<file path="src/design/tmef_pkg.sv">
// Shared types, codes and helpers of the triangle mesh edge flip/split block.
package tmef_pkg;

	localparam int MAX_TRIANGLES = 1024;
	localparam int VERTEX_BITS   = 16;
	localparam int IDX_W         = $clog2(MAX_TRIANGLES);
	localparam int CNT_W         = IDX_W + 1;
	localparam int LINK_W        = 11;

	localparam logic [1:0] NO_FACE = 2'd3;

	localparam logic [1:0] OP_LOAD  = 2'd0;
	localparam logic [1:0] OP_READ  = 2'd1;
	localparam logic [1:0] OP_FLIP  = 2'd2;
	localparam logic [1:0] OP_SPLIT = 2'd3;

	localparam logic [2:0] ST_OK       = 3'd0;
	localparam logic [2:0] ST_INDEX    = 3'd1;
	localparam logic [2:0] ST_BOUNDARY = 3'd2;
	localparam logic [2:0] ST_FULL     = 3'd3;
	localparam logic [2:0] ST_BACKLINK = 3'd4;

	// memory address selects
	localparam logic [2:0] AS_T  = 3'd0;
	localparam logic [2:0] AS_R  = 3'd1;
	localparam logic [2:0] AS_O1 = 3'd2;
	localparam logic [2:0] AS_O2 = 3'd3;
	localparam logic [2:0] AS_N  = 3'd4;
	localparam logic [2:0] AS_N1 = 3'd5;

	// memory write data selects
	localparam logic [2:0] WS_LOAD = 3'd0;
	localparam logic [2:0] WS_FT   = 3'd1;
	localparam logic [2:0] WS_FR   = 3'd2;
	localparam logic [2:0] WS_ST   = 3'd3;
	localparam logic [2:0] WS_SN   = 3'd4;
	localparam logic [2:0] WS_SN1  = 3'd5;
	localparam logic [2:0] WS_P1   = 3'd6;
	localparam logic [2:0] WS_P2   = 3'd7;

	typedef logic [VERTEX_BITS-1:0] vert_t;
	typedef logic [LINK_W-1:0]      link_t;
	typedef logic [CNT_W-1:0]       cnt_t;

	typedef struct packed {
		vert_t [2:0] v;
		link_t [2:0] l;
	} row_t;

	typedef struct packed {
		logic [1:0]       operation;
		logic [IDX_W-1:0] tri_index;
		logic [1:0]       local_face;
		vert_t            new_vertex;
		vert_t            load_vert0;
		vert_t            load_vert1;
		vert_t            load_vert2;
		link_t            load_link0;
		link_t            load_link1;
		link_t            load_link2;
	} req_t;

	typedef struct packed {
		logic [2:0] status;
		cnt_t       count_now;
		vert_t      out_vert0;
		vert_t      out_vert1;
		vert_t      out_vert2;
		link_t      out_link0;
		link_t      out_link1;
		link_t      out_link2;
	} rsp_t;

	typedef struct packed {
		logic       accept;
		logic       mem_rd;
		logic       mem_wr;
		logic [2:0] addr_sel;
		logic [2:0] wd_sel;
		logic       cap_t;
		logic       cap_r;
		logic       cap_fa;
		logic       cap_fc;
		logic       tgt_r;
		logic       res_ok;
		logic       res_err;
		logic [2:0] err_code;
	} cmd_t;

	typedef struct packed {
		logic [1:0] op;
		logic       full_ld;
		logic       idx_bad;
		logic       room_bad;
		logic       f_bad;
		logic       r_neg;
		logic       r_bad;
		logic       face_none;
		logic       o1_neg;
		logic       o1_bad;
		logic       o2_neg;
		logic       o2_bad;
		logic       out_free;
	} sts_t;

	function automatic logic [1:0] inc3(logic [1:0] x);
		return (x == 2'd2) ? 2'd0 : x + 2'd1;
	endfunction

	// first face (lowest) whose link equals tgt
	function automatic logic [1:0] face_of(row_t row, link_t tgt);
		logic [1:0] res;
		res = NO_FACE;
		for (int k = 2; k >= 0; k--) begin
			if (row.l[k] == tgt) res = 2'(k);
		end
		return res;
	endfunction

	// non-negative link not below the count
	function automatic logic link_bad(link_t x, cnt_t cnt);
		return !x[LINK_W-1] && (CNT_W'(x) >= cnt);
	endfunction

endpackage

</file>
<file path="src/design/tmef_ctrl.sv">
// Sequencer for load, read, flip and split over the single-port mesh table.
module tmef_ctrl import tmef_pkg::*; (
	input  logic clk,
	input  logic arst_n,
	input  logic in_valid,
	output logic in_ready,
	input  sts_t sts,
	output cmd_t cmd
);

	localparam logic [4:0] S_IDLE = 5'd0;
	localparam logic [4:0] S_DISP = 5'd1;
	localparam logic [4:0] S_WLD  = 5'd2;
	localparam logic [4:0] S_RDT  = 5'd3;
	localparam logic [4:0] S_CKT  = 5'd4;
	localparam logic [4:0] S_FCHK = 5'd5;
	localparam logic [4:0] S_SCHK = 5'd6;
	localparam logic [4:0] S_RDR  = 5'd7;
	localparam logic [4:0] S_CKR  = 5'd8;
	localparam logic [4:0] S_O1   = 5'd9;
	localparam logic [4:0] S_CK1  = 5'd10;
	localparam logic [4:0] S_O2   = 5'd11;
	localparam logic [4:0] S_CK2  = 5'd12;
	localparam logic [4:0] S_WT   = 5'd13;
	localparam logic [4:0] S_WN   = 5'd14;
	localparam logic [4:0] S_WN1  = 5'd15;
	localparam logic [4:0] S_WR   = 5'd16;
	localparam logic [4:0] S_P1R  = 5'd17;
	localparam logic [4:0] S_P1W  = 5'd18;
	localparam logic [4:0] S_P2R  = 5'd19;
	localparam logic [4:0] S_P2W  = 5'd20;
	localparam logic [4:0] S_FRD  = 5'd21;
	localparam logic [4:0] S_RES  = 5'd22;
	localparam logic [4:0] S_ERR  = 5'd23;

	logic [4:0] state_q, state_d;
	logic [2:0] err_q, err_d;
	logic       flip;

	assign flip     = (sts.op == OP_FLIP);
	assign in_ready = (state_q == S_IDLE);

	always_comb begin
		cmd     = '0;
		state_d = state_q;
		err_d   = err_q;
		unique case (state_q)
			S_IDLE: if (in_valid) begin
				cmd.accept = 1'b1;
				state_d    = S_DISP;
			end
			S_DISP: begin
				if (sts.op == OP_LOAD) begin
					if (sts.full_ld) begin
						err_d = ST_FULL; state_d = S_ERR;
					end else state_d = S_WLD;
				end else if (sts.idx_bad) begin
					err_d = ST_INDEX; state_d = S_ERR;
				end else state_d = S_RDT;
			end
			S_WLD: begin
				cmd.mem_wr = 1'b1; cmd.addr_sel = AS_N; cmd.wd_sel = WS_LOAD;
				state_d = S_FRD;
			end
			S_RDT: begin
				cmd.mem_rd = 1'b1; cmd.addr_sel = AS_T;
				state_d = S_CKT;
			end
			S_CKT: begin
				cmd.cap_t = 1'b1;
				// a plain read answers straight from the row just fetched
				if (sts.op == OP_READ) state_d = S_RES;
				else if (flip) state_d = S_FCHK;
				else state_d = S_SCHK;
			end
			S_FCHK: begin
				if (sts.f_bad || (!sts.r_neg && sts.r_bad)) begin
					err_d = ST_INDEX; state_d = S_ERR;
				end else if (sts.r_neg) begin
					err_d = ST_BOUNDARY; state_d = S_ERR;
				end else state_d = S_RDR;
			end
			S_SCHK: begin
				if (sts.room_bad) begin
					err_d = ST_FULL; state_d = S_ERR;
				end else state_d = S_O1;
			end
			S_RDR: begin
				cmd.mem_rd = 1'b1; cmd.addr_sel = AS_R;
				state_d = S_CKR;
			end
			S_CKR: begin
				if (sts.face_none) begin
					err_d = ST_BACKLINK; state_d = S_ERR;
				end else begin
					cmd.cap_r = 1'b1; state_d = S_O1;
				end
			end
			S_O1: begin
				if (sts.o1_neg) state_d = S_O2;
				else if (sts.o1_bad) begin
					err_d = ST_INDEX; state_d = S_ERR;
				end else begin
					cmd.mem_rd = 1'b1; cmd.addr_sel = AS_O1; state_d = S_CK1;
				end
			end
			S_CK1: begin
				if (sts.face_none) begin
					err_d = ST_BACKLINK; state_d = S_ERR;
				end else begin
					cmd.cap_fa = 1'b1; state_d = S_O2;
				end
			end
			S_O2: begin
				if (sts.o2_neg) state_d = S_WT;
				else if (sts.o2_bad) begin
					err_d = ST_INDEX; state_d = S_ERR;
				end else begin
					cmd.mem_rd = 1'b1; cmd.addr_sel = AS_O2; state_d = S_CK2;
				end
			end
			S_CK2: begin
				cmd.tgt_r = flip;
				if (sts.face_none) begin
					err_d = ST_BACKLINK; state_d = S_ERR;
				end else begin
					cmd.cap_fc = 1'b1; state_d = S_WT;
				end
			end
			S_WT: begin
				cmd.mem_wr = 1'b1; cmd.addr_sel = AS_T;
				cmd.wd_sel = flip ? WS_FT : WS_ST;
				if (flip) state_d = sts.o2_neg ? S_WR : S_P2R;
				else state_d = S_WN;
			end
			S_WN: begin
				cmd.mem_wr = 1'b1; cmd.addr_sel = AS_N; cmd.wd_sel = WS_SN;
				state_d = S_WN1;
			end
			S_WN1: begin
				cmd.mem_wr = 1'b1; cmd.addr_sel = AS_N1; cmd.wd_sel = WS_SN1;
				if (!sts.o1_neg) state_d = S_P1R;
				else state_d = sts.o2_neg ? S_FRD : S_P2R;
			end
			S_WR: begin
				cmd.mem_wr = 1'b1; cmd.addr_sel = AS_R; cmd.wd_sel = WS_FR;
				state_d = sts.o1_neg ? S_FRD : S_P1R;
			end
			// outer link repairs re-read the row so earlier writes are kept
			S_P1R: begin
				cmd.mem_rd = 1'b1; cmd.addr_sel = AS_O1;
				state_d = S_P1W;
			end
			S_P1W: begin
				cmd.mem_wr = 1'b1; cmd.addr_sel = AS_O1; cmd.wd_sel = WS_P1;
				if (flip || sts.o2_neg) state_d = S_FRD;
				else state_d = S_P2R;
			end
			S_P2R: begin
				cmd.mem_rd = 1'b1; cmd.addr_sel = AS_O2;
				state_d = S_P2W;
			end
			S_P2W: begin
				cmd.mem_wr = 1'b1; cmd.addr_sel = AS_O2; cmd.wd_sel = WS_P2;
				state_d = flip ? S_WR : S_FRD;
			end
			S_FRD: begin
				cmd.mem_rd   = 1'b1;
				cmd.addr_sel = (sts.op == OP_LOAD) ? AS_N : AS_T;
				state_d      = S_RES;
			end
			S_RES: if (sts.out_free) begin
				cmd.res_ok = 1'b1; state_d = S_IDLE;
			end
			S_ERR: if (sts.out_free) begin
				cmd.res_err  = 1'b1;
				cmd.err_code = err_q;
				state_d      = S_IDLE;
			end
			default: state_d = S_IDLE;
		endcase
	end

	always_ff @(posedge clk or negedge arst_n) begin
		if (!arst_n) begin
			state_q <= S_IDLE;
			err_q   <= ST_OK;
		end else begin
			state_q <= state_d;
			err_q   <= err_d;
		end
	end

`ifndef ASSERT_OFF
	a_acc_idle: assert property (@(posedge clk) disable iff (!arst_n)
		cmd.accept |=> state_q == S_DISP)
		else $error("request taken outside idle");
	a_err_code: assert property (@(posedge clk) disable iff (!arst_n)
		cmd.res_err |-> err_q != ST_OK)
		else $error("error response with ok status");
	a_wr_busy: assert property (@(posedge clk) disable iff (!arst_n)
		cmd.mem_wr |-> !in_ready)
		else $error("table write while idle");
`endif

endmodule

</file>
<file path="config.mk">
export PLATFORM = sky130hd
export DESIGN_NAME = tmef_ctrl
export DESIGN_NICKNAME = d
export VERILOG_FILES = /design/src/design/tmef_pkg.sv /design/src/design/tmef_ctrl.sv
export SDC_FILE = /design/constraint.sdc
export NUM_CORES = 1
export LEC_CHECK = 0
export ABC_AREA = 0
export BUFFER_PORTS_ARGS = -buffer_cell sky130_fd_sc_hd__buf_4
export CORE_MARGIN = 2
export CORE_UTILIZATION = 25
export CTS_CLUSTER_SIZE = 20
export DETAILED_ROUTE_END_ITERATION = 7
export GPL_TIMING_DRIVEN = 1
export HOLD_SLACK_MARGIN = 0.03
export PLACE_DENSITY = 0.57
export SLEW_MARGIN = 20
export SYNTH_ARGS = -nofsm -noshare
export SYNTH_HDL_FRONTEND = slang
export SYNTH_SLANG_ARGS = --single-unit
</file>
<file path="constraint.sdc">
create_clock -name clk -period 1.7 [get_ports clk]
set_input_delay 0.085 -clock clk [delete_from_list [all_inputs] [get_ports clk]]
set_output_delay 0.085 -clock clk [all_outputs]
set_load 0.05 [all_outputs]
</file>
==> results.txt <==
Cells after Synth: 190
Cell Pwr Density: 2080 nW/um2
Worst Setup SP: state_q[2]$_DFFE_PN0P_
Critical Path RT: 1.81 ns
final core occ: 0.531
worst skew pair latency: 0.23 ns
end of the worst register-to-register path: err_q[1]$_DFFE_PN0P_
most frequent cells in the layout: buf_4 (69), buf_6 (43), nand2_1 (16)
Mean Syn Cell Area: 7.26 um2
R2R setup slack: -0.20 ns
Via Count: 1973
slew margin rel.: 0.677
Mapped Nets: 207
Post-synth ARST share: 1.00
final setup fails: 16
sequential-to-total area share from yosys stat: 0.145
crit start category: flip-flop
Die ar.: 6130 um2
pin count of the biggest net entering global routing: 11
Clock Pin Slew Worst Setup and Hold Paths: 0.05 ns
DR iter-0 viols: 194
commonest non-fill, non-tap cell in the layout: buf_4
number of remaining DRC errors: 0
total wire length: 6340 um
Worst-Margin Slew: 0.484 ns
num ports: 37
met2 Usage GRT: 0.322
Synth Register Bits: 8
worst vdd ir: 1.15 mV
M1 GR Usage: 0.262
Rows: 27
first-pass GRT wire length: 9700 um
nets: 314
Crit Reg-Reg Startpoint: state_q[2]$_DFFE_PN0P_
DPL Wire Length: 4260 um
Final Wtd Congestion: 0.897
Hold Path Class: input port to async pin
Top FF cell, synth: dfrtp_1
Max Slew Vio Count: 0
CTS Buffer Depth: 2
IO Port Bufs: 36
GRT overflow: 0
fin crit share: 1.12
final clock skew: 0.00921 ns
Fmax achieved: 527 MHz
CTS tree: yes
Final ANT Viol Nets: 0
Worst EP arrival: 2.00 ns
Root Driver: clkbuf_8
DP Area: 2170 um2
Final WS setup: -0.197 ns
max_cap viols: 0
status: complete, but fails checks
Final Cell Area: 2870 um2
total CTS buffers: 3
core footprint: 5410 um2
H-tree depth: 1
final-report hold violation count: 0
chip width: 78.3 um
Antenna diodes: 0
Crit. End Element: flip-flop
initial core utilization: 0.255
Yosys warnings: 0
WL/cell: 17.3 um
met3 Usage GRT: 0.0356
initial antenna violation count: 0
failing checks: setup timing
Die Span Y: 78.3 um
DR vias/cell: 5.38
CP Max Fanout: 6
clk sinks: 8
Final min period: 1.90 ns
Post-Syn Area: 1380 um2
Leak: 1.24 nW
Distinct cells, synth: 61
gr busiest metal: met2
vias in the first global route: 1971
GR Util All Layers: 0.198
Post-synth EDFFs: 0
cells on worst reg2reg path: 7
kind of critical path: flip-flop to flip-flop
Area growth, synth to finish: 108%
RSZ-0062 raised after global routing: true
first-pass iteration count of the detailed router: 4
share of cells above drive strength 1: 0.641
layout make-up:
type / instances / area (um2)
inverters: 7 / 26.3
multi-input cells: 159 / 1390
clock buffers: 3 / 41.3
flip-flops and latches: 8 / 206
well taps: 72 / 90.1
fillers: 468 / 2540
repair buffers: 118 / 1110
power by group:
part	leakage, nW	total (mW)	switching [mW]	internal, mW
registers	0.0901	0.462	0.164	0.298
logic	1.13	5.28	2.71	2.56
clock network	0.0216	0.235	0.0809	0.154
synth_stat cells, types with 3 or more instances:
| master | instances | share of area |
|---|---|---|
| nand2_1 | 20 | 0.054 |
| o21ai_0 | 12 | 0.044 |
| nor2_1 | 13 | 0.035 |
| nor2b_1 | 6 | 0.027 |
| nand3_1 | 4 | 0.015 |
| inv_1 | 7 | 0.019 |
| nor3_1 | 11 | 0.040 |
| o21ai_1 | 3 | 0.011 |
| nand2b_1 | 10 | 0.045 |
| a21oi_1 | 9 | 0.033 |
| nor3_2 | 3 | 0.022 |
| and2_1 | 4 | 0.018 |
| dfrtp_1 | 8 | 0.15 |
| o32ai_1 | 3 | 0.019 |
| xnor2_1 | 3 | 0.019 |
| buf_2 | 7 | 0.025 |
| nand3b_1 | 3 | 0.016 |
| a22oi_1 | 3 | 0.016 |
| nor4_1 | 3 | 0.014 |
| buf_6 | 6 | 0.049 |
stage by stage:
step                setup TNS (ns)  std cells  hold slack [ns]  setup WS, ns  power, mW
floorplan                   -0.348        190           -0.211        -0.189       2.99
global placement             -1.13        334          -0.0857        -0.171       4.22
detailed placement           -1.24        334          -0.0846        -0.167       4.22
CTS                          -1.06        357            0.220        -0.135       5.20
global route                 -2.48        367            0.221        -0.237       6.29
finish                       -1.42        367            0.217        -0.197       5.98
how the worst max path moves through the flow:
stage,to,slack (ns),depth (start not counted)
after floorplan,cmd[15],-0.19,5
after global placement,err_q[0]$_DFFE_PN0P_,-0.17,6
after detailed placement,err_q[0]$_DFFE_PN0P_,-0.17,6
after CTS,err_q[0]$_DFFE_PN0P_,-0.13,7
after global routing,err_q[1]$_DFFE_PN0P_,-0.24,7
final,err_q[1]$_DFFE_PN0P_,-0.20,7
metal layers:
| metal | up-vias | wire length [um] |
|---|---|---|
| met5 | - | 0 |
| met4 | 0 | 230 |
| met3 | 26 | 466 |
| met2 | 88 | 2990 |
| met1 | 938 | 2650 |
| li1 | 921 | - |
registers in the layout (all words and copies together) (netlist names):
| name | count |
|---|---|
| state_q | 5 |
| err_q | 3 |
logic make-up (layout without fill, tap and decap cells):
family	Yosys count	after routing	synth area share
AND/OR/NAND/NOR	94	94	0.398
AO/OA/AOI/OAI	58	58	0.302
buffers and inverters	23	128	0.102
flip-flops	8	8	0.145
multiplexers	4	4	0.0344
XOR/XNOR	3	3	0.0190
repair_timing:
| action | in CTS | in global routing |
|---|---|---|
| endpoints found under the hold margin | 8 | 0 |
| pin swaps | 16 | 17 |
| buffers inserted | 20 | 12 |
| hold buffers | 1 | 0 |
| cloned | 1 | 0 |
| setup endpoints to repair | 26 | 26 |
| gates resized for setup | 46 | 50 |
worst max-delay path, stage by stage (launching register included):
cell and delay, ns:
dfrtp_2 0.46, buf_4 0.17, or2b_1 0.26, buf_4 0.15, a21boi_0 0.12, o21ai_0 0.19, o32ai_1 0.15, mux2_2 0.28
Note: power is estimated with default switching activity, not from simulation.
